[src/rtl/she_pkg.sv]
// Package for the spherical-harmonic basis evaluator: types, widths, arithmetic helpers.
`default_nettype none

package she_pkg;

    localparam int DIR_W  = 16;    // Q1.15 direction components
    localparam int VAL_W  = 24;    // Q7.16 result
    localparam int IDX_W  = 4;     // coefficient index field
    localparam int CFG_W  = 3;     // bands_in_use
    localparam int DATA_W = 32;
    localparam int ADDR_W = 3;

    localparam int MAX_BANDS_DEF = 4;
    localparam logic [CFG_W-1:0] BANDS_RESET = 3'd3;
    localparam logic REG_BANDS = 1'b0;

    // internal widths, sized for up to eight bands
    localparam int P_W    = 40;             // Legendre term, Q.16
    localparam int CS_W   = 24;             // (x+iy)^m terms, Q.15
    localparam int CSP_W  = DIR_W + CS_W;   // x*c products
    localparam int PROD_W = DIR_W + P_W;    // z*p1
    localparam int NUM_W  = 62;             // weighted recurrence numerator
    localparam int U_W    = 48;             // dividend after the 2^15 scale
    localparam int REM_W  = 3;              // divisor is at most seven
    localparam int CHUNK  = 8;
    localparam int NCHUNK = U_W / CHUNK;
    localparam int MUL_W  = P_W + CS_W;
    localparam int RND_W  = MUL_W + 1;
    localparam int PH     = NCHUNK + 7;     // stages per band row

    localparam int RCP_W  = 17;             // reciprocal of the divisor, Q.16
    localparam int DV_W   = REM_W + CHUNK;  // partial dividend {rem, byte}
    localparam int DP_W   = DV_W + RCP_W;

    localparam int VAL_MAX = 8388607;
    localparam int VAL_MIN = -8388608;

    typedef struct packed {
        logic signed [DIR_W-1:0] dir_x;
        logic signed [DIR_W-1:0] dir_y;
        logic signed [DIR_W-1:0] dir_z;
    } she_in_t;

    typedef struct packed {
        logic [IDX_W-1:0]        coef_index;
        logic signed [VAL_W-1:0] coef_value;
        logic                    last_coef;
    } she_out_t;

    // sectoral start P(m,m) = prod(1-2k), Q.16
    function automatic logic signed [P_W-1:0] pmm_q16(input int m);
        logic signed [P_W-1:0] acc;
        acc = P_W'(65536);
        for (int k = 1; k <= m; k++) begin
            acc = acc * P_W'(1 - 2 * k);
        end
        return acc;
    endfunction

    // shift right by 15, round to nearest, ties away from zero
    function automatic logic signed [MUL_W-1:0] rnd15(input logic signed [RND_W-1:0] v);
        logic [RND_W-1:0] mag;
        logic [RND_W-1:0] r;
        mag = v[RND_W-1] ? RND_W'(-v) : RND_W'(v);
        r = (mag + RND_W'(16384)) >> 15;
        return v[RND_W-1] ? -$signed(MUL_W'(r)) : $signed(MUL_W'(r));
    endfunction

    function automatic logic signed [VAL_W-1:0] sat_val(input logic signed [MUL_W-1:0] v);
        logic signed [VAL_W-1:0] r;
        if (v > $signed(MUL_W'(VAL_MAX))) begin
            r = VAL_W'(VAL_MAX);
        end else if (v < $signed(MUL_W'(VAL_MIN))) begin
            r = VAL_W'(VAL_MIN);
        end else begin
            r = VAL_W'(v);
        end
        return r;
    endfunction

    // ceil(2^16 / d); exact quotient for partial dividends below 2^11
    function automatic logic [RCP_W-1:0] recip16(input logic [REM_W-1:0] d);
        logic [RCP_W-1:0] r;
        unique case (d)
            3'd0: r = '0;
            3'd1: r = RCP_W'(65536);
            3'd2: r = RCP_W'(32768);
            3'd3: r = RCP_W'(21846);
            3'd4: r = RCP_W'(16384);
            3'd5: r = RCP_W'(13108);
            3'd6: r = RCP_W'(10923);
            3'd7: r = RCP_W'(9363);
        endcase
        return r;
    endfunction

    // one quotient byte by reciprocal multiplication; returns {rem, quotient byte}
    function automatic logic [REM_W+CHUNK-1:0] div_chunk(
        input logic [REM_W-1:0] rem_in,
        input logic [CHUNK-1:0] dig,
        input logic [REM_W-1:0] dvs
    );
        logic [DV_W-1:0]  v;
        logic [DP_W-1:0]  prd;
        logic [CHUNK-1:0] q;
        logic [DV_W-1:0]  back;
        v    = {rem_in, dig};
        prd  = DP_W'(v) * DP_W'(recip16(dvs));
        q    = prd[16 +: CHUNK];
        back = v - DV_W'(q) * DV_W'(dvs);
        return {back[REM_W-1:0], q};
    endfunction

endpackage

`default_nettype wire

[src/rtl/she_ser.sv]
// Output serializer: takes a full row; one word per cycle while m_ready is high.
`default_nettype none

module she_ser
    import she_pkg::*;
#(
    parameter int MAX_BANDS = MAX_BANDS_DEF
) (
    input  wire logic                          aclk,
    input  wire logic                          aresetn,
    input  wire logic                          ld_valid,
    output logic                               ld_ready,
    input  wire logic signed [VAL_W-1:0]       ld_vals [MAX_BANDS*MAX_BANDS],
    input  wire logic [$clog2(MAX_BANDS+1)-1:0] ld_bands,
    output logic                               m_valid,
    input  wire logic                          m_ready,
    output she_out_t                           m_data
);

    localparam int NV    = MAX_BANDS * MAX_BANDS;
    localparam int BW    = $clog2(MAX_BANDS + 1);
    localparam int CNT_W = (NV > 1) ? $clog2(NV) : 1;

    logic signed [VAL_W-1:0] sh_reg [NV];
    logic [CNT_W-1:0]        cnt_reg;
    logic [CNT_W-1:0]        last_reg;
    logic [CNT_W-1:0]        last_next;
    logic                    busy_reg;
    logic [2*BW-1:0]         sq;
    logic                    take;
    logic                    fin;
    logic                    load;

    assign take     = busy_reg && m_ready;
    assign fin      = take && (cnt_reg == last_reg);
    assign ld_ready = !busy_reg || fin;
    assign load     = ld_valid && ld_ready;
    assign sq       = (2*BW)'(ld_bands) * (2*BW)'(ld_bands);
    assign last_next = CNT_W'(sq - 1'b1);

    always_ff @(posedge aclk) begin
        if (!aresetn) begin
            busy_reg <= 1'b0;
            cnt_reg  <= '0;
            last_reg <= '0;
        end else if (load) begin
            busy_reg <= 1'b1;
            cnt_reg  <= '0;
            last_reg <= last_next;
        end else if (take) begin
            cnt_reg <= cnt_reg + 1'b1;
            if (fin) begin
                busy_reg <= 1'b0;
            end
        end
    end

    always_ff @(posedge aclk) begin
        if (load) begin
            for (int k = 0; k < NV; k++) begin
                sh_reg[k] <= ld_vals[k];
            end
        end else if (take) begin
            for (int k = 0; k < NV - 1; k++) begin
                sh_reg[k] <= sh_reg[k+1];
            end
        end
    end

    assign m_valid           = busy_reg;
    assign m_data.coef_index = IDX_W'(cnt_reg);
    assign m_data.coef_value = sh_reg[0];
    assign m_data.last_coef  = (cnt_reg == last_reg);

endmodule

`default_nettype wire

[config.mk]
export PLATFORM = sky130hd
export DESIGN_NAME = she_ser
export DESIGN_NICKNAME = d
export VERILOG_FILES = /design/src/rtl/she_pkg.sv /design/src/rtl/she_ser.sv
export SDC_FILE = /design/constraint.sdc
export NUM_CORES = 1
export LEC_CHECK = 0
export ABC_AREA = 1
export BUFFER_PORTS_ARGS = -buffer_cell sky130_fd_sc_hd__buf_2
export CORE_MARGIN = 2
export CORE_UTILIZATION = 58
export DETAILED_ROUTE_END_ITERATION = 10
export MAX_ROUTING_LAYER = met4
export PLACE_DENSITY = 0.86
export SKIP_CTS_REPAIR_TIMING = 1
export SYNTH_ARGS = -nofsm -noshare
export SYNTH_HDL_FRONTEND = slang
export SYNTH_SLANG_ARGS = --single-unit
[constraint.sdc]
create_clock -name aclk -period 35.5 [get_ports aclk]
set_input_delay 7.1 -clock aclk [delete_from_list [all_inputs] [get_ports aclk]]
set_output_delay 7.1 -clock aclk [all_outputs]
set_load 0.05 [all_outputs]
# Word level (Yosys, flattened, before mapping)
# Memory sizes are Yosys's and may differ from the RTL's.
# Cells that the tools add are included.
op_classes:
  addsub: 2
  mul: 1
  eq_ne: 1
  muxes: 23
  n_bitwise: 16
  n_reduce_logical: 9
ops:
  columns: ["op", "n"]
  rows:
  - ["24-bit 2-to-1 mux", 15]
  - ["1-bit OR", 15]
  - ["1-bit 2-to-1 mux", 8]
  - ["4-bit by 1-bit adder with 4-bit output, second input constant", 1]
  - ["4-bit equality test", 1]
  - ["3-bit by 3-bit multiplier with 4-bit output", 1]
  - ["2-bit nonzero test", 2]
  - ["4-bit by 1-bit subtractor with 4-bit output, second input constant", 1]
  - ["1-bit logical AND", 3]
  - ["2-bit AND reduction", 1]
  - ["2-bit OR reduction", 1]
  - ["1-bit logical NOT", 1]
  - ["1-bit logical OR", 1]
  - ["1-bit inverter", 1]
totals:
  regBits: 9
  ramBits: 384
  inputBits: 391
  output_inout_bits: 31
  wordCells: 56
  mem_count: 1
mem_list:
  columns: ["memory", "depth", "width", "read_ports", "rd_ports_with_merged_regs", "write_ports", "line", "source"]
  rows:
  - ["sh_reg", 16, 24, 16, 0, 16, "she_ser.sv:24", "logic signed [VAL_W-1:0] sh_reg [NV];"]

# Longest topological paths before layout
logic_depth:
  depth_word: 7
  ltp_mapped: 12
  depth_no_buf: 10

# Worst setup path before layout
# Ideal clock, no wire load.
synth_path:
  path_type: "input-to-reg"
  startpoint: "input m_ready"
  endpoint: "memory sh_reg[0][0], enable pin"
  t_arrival_ns: 13.748
  required_ns: 32.837
  slack_ns: 19.089
  stages: 6
  path_buffers: 2
  cell_sequence: "nand3_1 -> nand2_2 -> nand2_4 -> buf_2 -> buf_2 -> nand2_1"
synth_rtl:
  columns: ["item", "line", "source"]
  rows:
  - ["from (decl)", "she_ser.sv:16", "input wire logic m_ready,"]
  - ["to (decl)", "she_ser.sv:24", null]

# Worst setup path in the final report
layout_path:
  startpoint: "input m_ready"
  endpoint: "output ld_ready"
layout_between:
  elab_chain_len: 3
layout_lines:
  columns: ["item", "line", "source"]
  rows:
  - ["1-bit logical AND", "she_ser.sv:34", "assign take = busy_reg && m_ready;"]
  - ["1-bit logical AND", "she_ser.sv:35", "assign fin = take && (cnt_reg == last_reg);"]
  - ["1-bit logical OR", "she_ser.sv:36", "assign ld_ready = !busy_reg || fin;"]
  - ["to (decl)", "she_ser.sv:12", "output logic ld_ready,"]
# No other way between the ends.

==> impl_metrics.ini <==
[run_status]
status = finished clean

[yosys]
ys.warnings.count = 0
post_synthesis_cell_area_um2 = 17100
syn_inst = 1660
yosys_register_bits = 392
synth_enable_flop_cells = 384
synth_area_per_cell_um2 = 10.3
synthFlopType = edfxtp_1
synth_cell_type_count = 19
synth_seq_area_share_pct = 68.3
synth_async_sr_flop_share_pct = 0
mappedNetlistNets = 2052

[placement]
pre_cts_slack_ns = 20.66
postPlaceCellArea_um2 = 19000
buffer_ports.inserted = 421
place_hpwl_um = 28100
globalplace.congestion = 0.914

[timing]
timing.final.crit_period_ns = 14.85
drv_slew = 0
timing.final.crit_share_pct = 41.8
worst_clock_skew_ns = 0.0205
setup_tns_after_final_layout_ns = 0
setup_ws_ns = 20.65
setup_viol_count_final = 0
hold-worst-slack_ns = 0.498
final_hold_viol_count = 0
worst_pin_slew_ns = 1.14
max_freq_mhz = 67.3
rsz0062_at_grt = no
slew_headroom_pct = 23.8

[global_routing]
overflow = 0
antenna_found_initial = 12
globalRouteTotalUtil_pct = 27.6
grt_start_max_net_pins = 199
number_of_global_route_vias_before_repair = 12600
grt_pass1_wl_um = 63800

[cts]
clk-insertion-delay-late_ns = 0.52
cts.sink_count = 392
cts_htree_levels = 2
clockRootBuffer = clkbuf_16
cts_buffers = 40
tritoncts = done
cts_buffer_depth = 3
cts.clk_slew.worst_paths_ns = 0.06

[drt]
detail_route.vias_per_cell = 5.43
routed_wirelength_normalized_by_instance_count_um = 17.6
drt.antenna.violating_nets = 0
detail_route.iter0.violations = 1274
route.detailed.drc = 0
route.vias.total = 13200
postRouteWirelength_um = 42700
detailed_router_iteration_count_before_antenna_repair = 5

[layout]
stdcell_area_um2 = 20300
layout.area.seq_um2 = 11700
post-route-util_pct = 70.4
layout.nets = 2394
layout.cells.most_common_list = 859 x nand2_1, 421 x buf_2, 384 x edfxtp_1
proportion_of_layout_cells_with_a_drive_suffix_above_1_pct = 24.1
mostFrequentLayoutCell = nand2_1
nFillCells = 2019
syn2layout_area_growth_pct = 18.6
multi_input_gate_area_um2 = 4620
largest_register_ff_count = 384

[floorplan]
fp.dieH_um = 176
floorplan.initialDensity_pct = 59.3
rows = 62
floorplan.die.width_um = 176
core_um2 = 28900
ioPinCount = 422
design.die.area_um2 = 30900

[critical_path]
crit_required_ns = 28.40
worst_setup_path_start_kind = input port
crit_fanout = 6
timing_worst_setup_path_type = in2out
crit_path_end_kind = primary output
worst-endpoint-arrival_ns = 7.75
r2r_setup_slack_ns = 30.84

[pwr]
power.leakage_uw = 0.00937
ir_worst_vdd_v = 0.0000539
power-per-cell-area_nw_per_um2 = 55.5

[worst_hold_path]
holdCritPathClass = reg2reg

[run]
max_cap_violations = 0
[path summary, 6_finish.rpt]
kind / startpoint / endpoint / depth (start not counted)
worst min-delay path: last_reg[2] / last_reg[2] / 2
worst min register to register: last_reg[2] / last_reg[2] / 2
worst max register to register: cnt_reg[2] / sh_reg[0][230] / 10
worst max-delay path: m_ready / ld_ready / 4
[cells by family after synthesis]
family                     Yosys count  share of synthesized area, %
DFF                                392                          68.3
AOI/OAI and AO/OA                    2                        0.0585
buffers and inverters              141                          4.91
and+or+nand+nor                   1120                          26.5
adders and majority gates            1                        0.0731
xor gates and xnor gates             4                         0.205
[layer usage]
layer / routed length, µm / track usage [%] / share of wire, % / vias to the layer above
met1: 14800 / 30.8 / 35 / 6110
met4: 1760 / 11.7 / 4.1 / 0
li1: - / - / - / 6219
met2: 22400 / 48.6 / 52 / 710
met5: 0 / - / 0 / -
met3: 3710 / 5.17 / 8.7 / 113
[critical path, cell delays in order]
cell and delay (ns):
buf_2 0.09, nand3_1 0.08, nand2_2 0.17, buf_2 0.31
[through the flow]
step	std cells	total power [µW]
global placement	2344	720
finish	2423	1130
CTS	2411	1130
floorplan	1660	696
detailed placement	2344	727
global route	2422	1160
[synth_stat cells (2+ instances only)]
cell / instances / share of area, %
inv_1: 9 / 0.20
nand3_1: 246 / 7.2
nand2_4: 2 / 0.13
buf_6: 12 / 0.79
edfxtp_1: 384 / 67
nand2_1: 860 / 19
buf_1: 14 / 0.31
buf_2: 48 / 1.4
buf_4: 43 / 1.9
inv_2: 3 / 0.066
nor2_1: 9 / 0.20
a21oi_1: 2 / 0.058
xor2_1: 4 / 0.20
dfxtp_1: 8 / 0.94
clkbuf_1: 12 / 0.26
[area by class of cell]
cell class | count | share of cell area (%)
antenna | 12 | 0.148
clock buffer | 51 | 5.34
clock inverter | 16 | 0.850
inverter | 12 | 0.271
multi-input combinational | 1127 | 22.7
sequential | 392 | 57.6
tap | 384 | 2.37
timing repair buffer | 429 | 10.7
[power breakdown]
| part | internal, µW | switching [µW] | leakage, µW |
|---|---|---|---|
| registers | 574 | 14.7 | 0.00384 |
| logic | 39.0 | 90.3 | 0.00493 |
| clock network | 238 | 170 | 0.000610 |
Power figures use the tool's default switching activity.
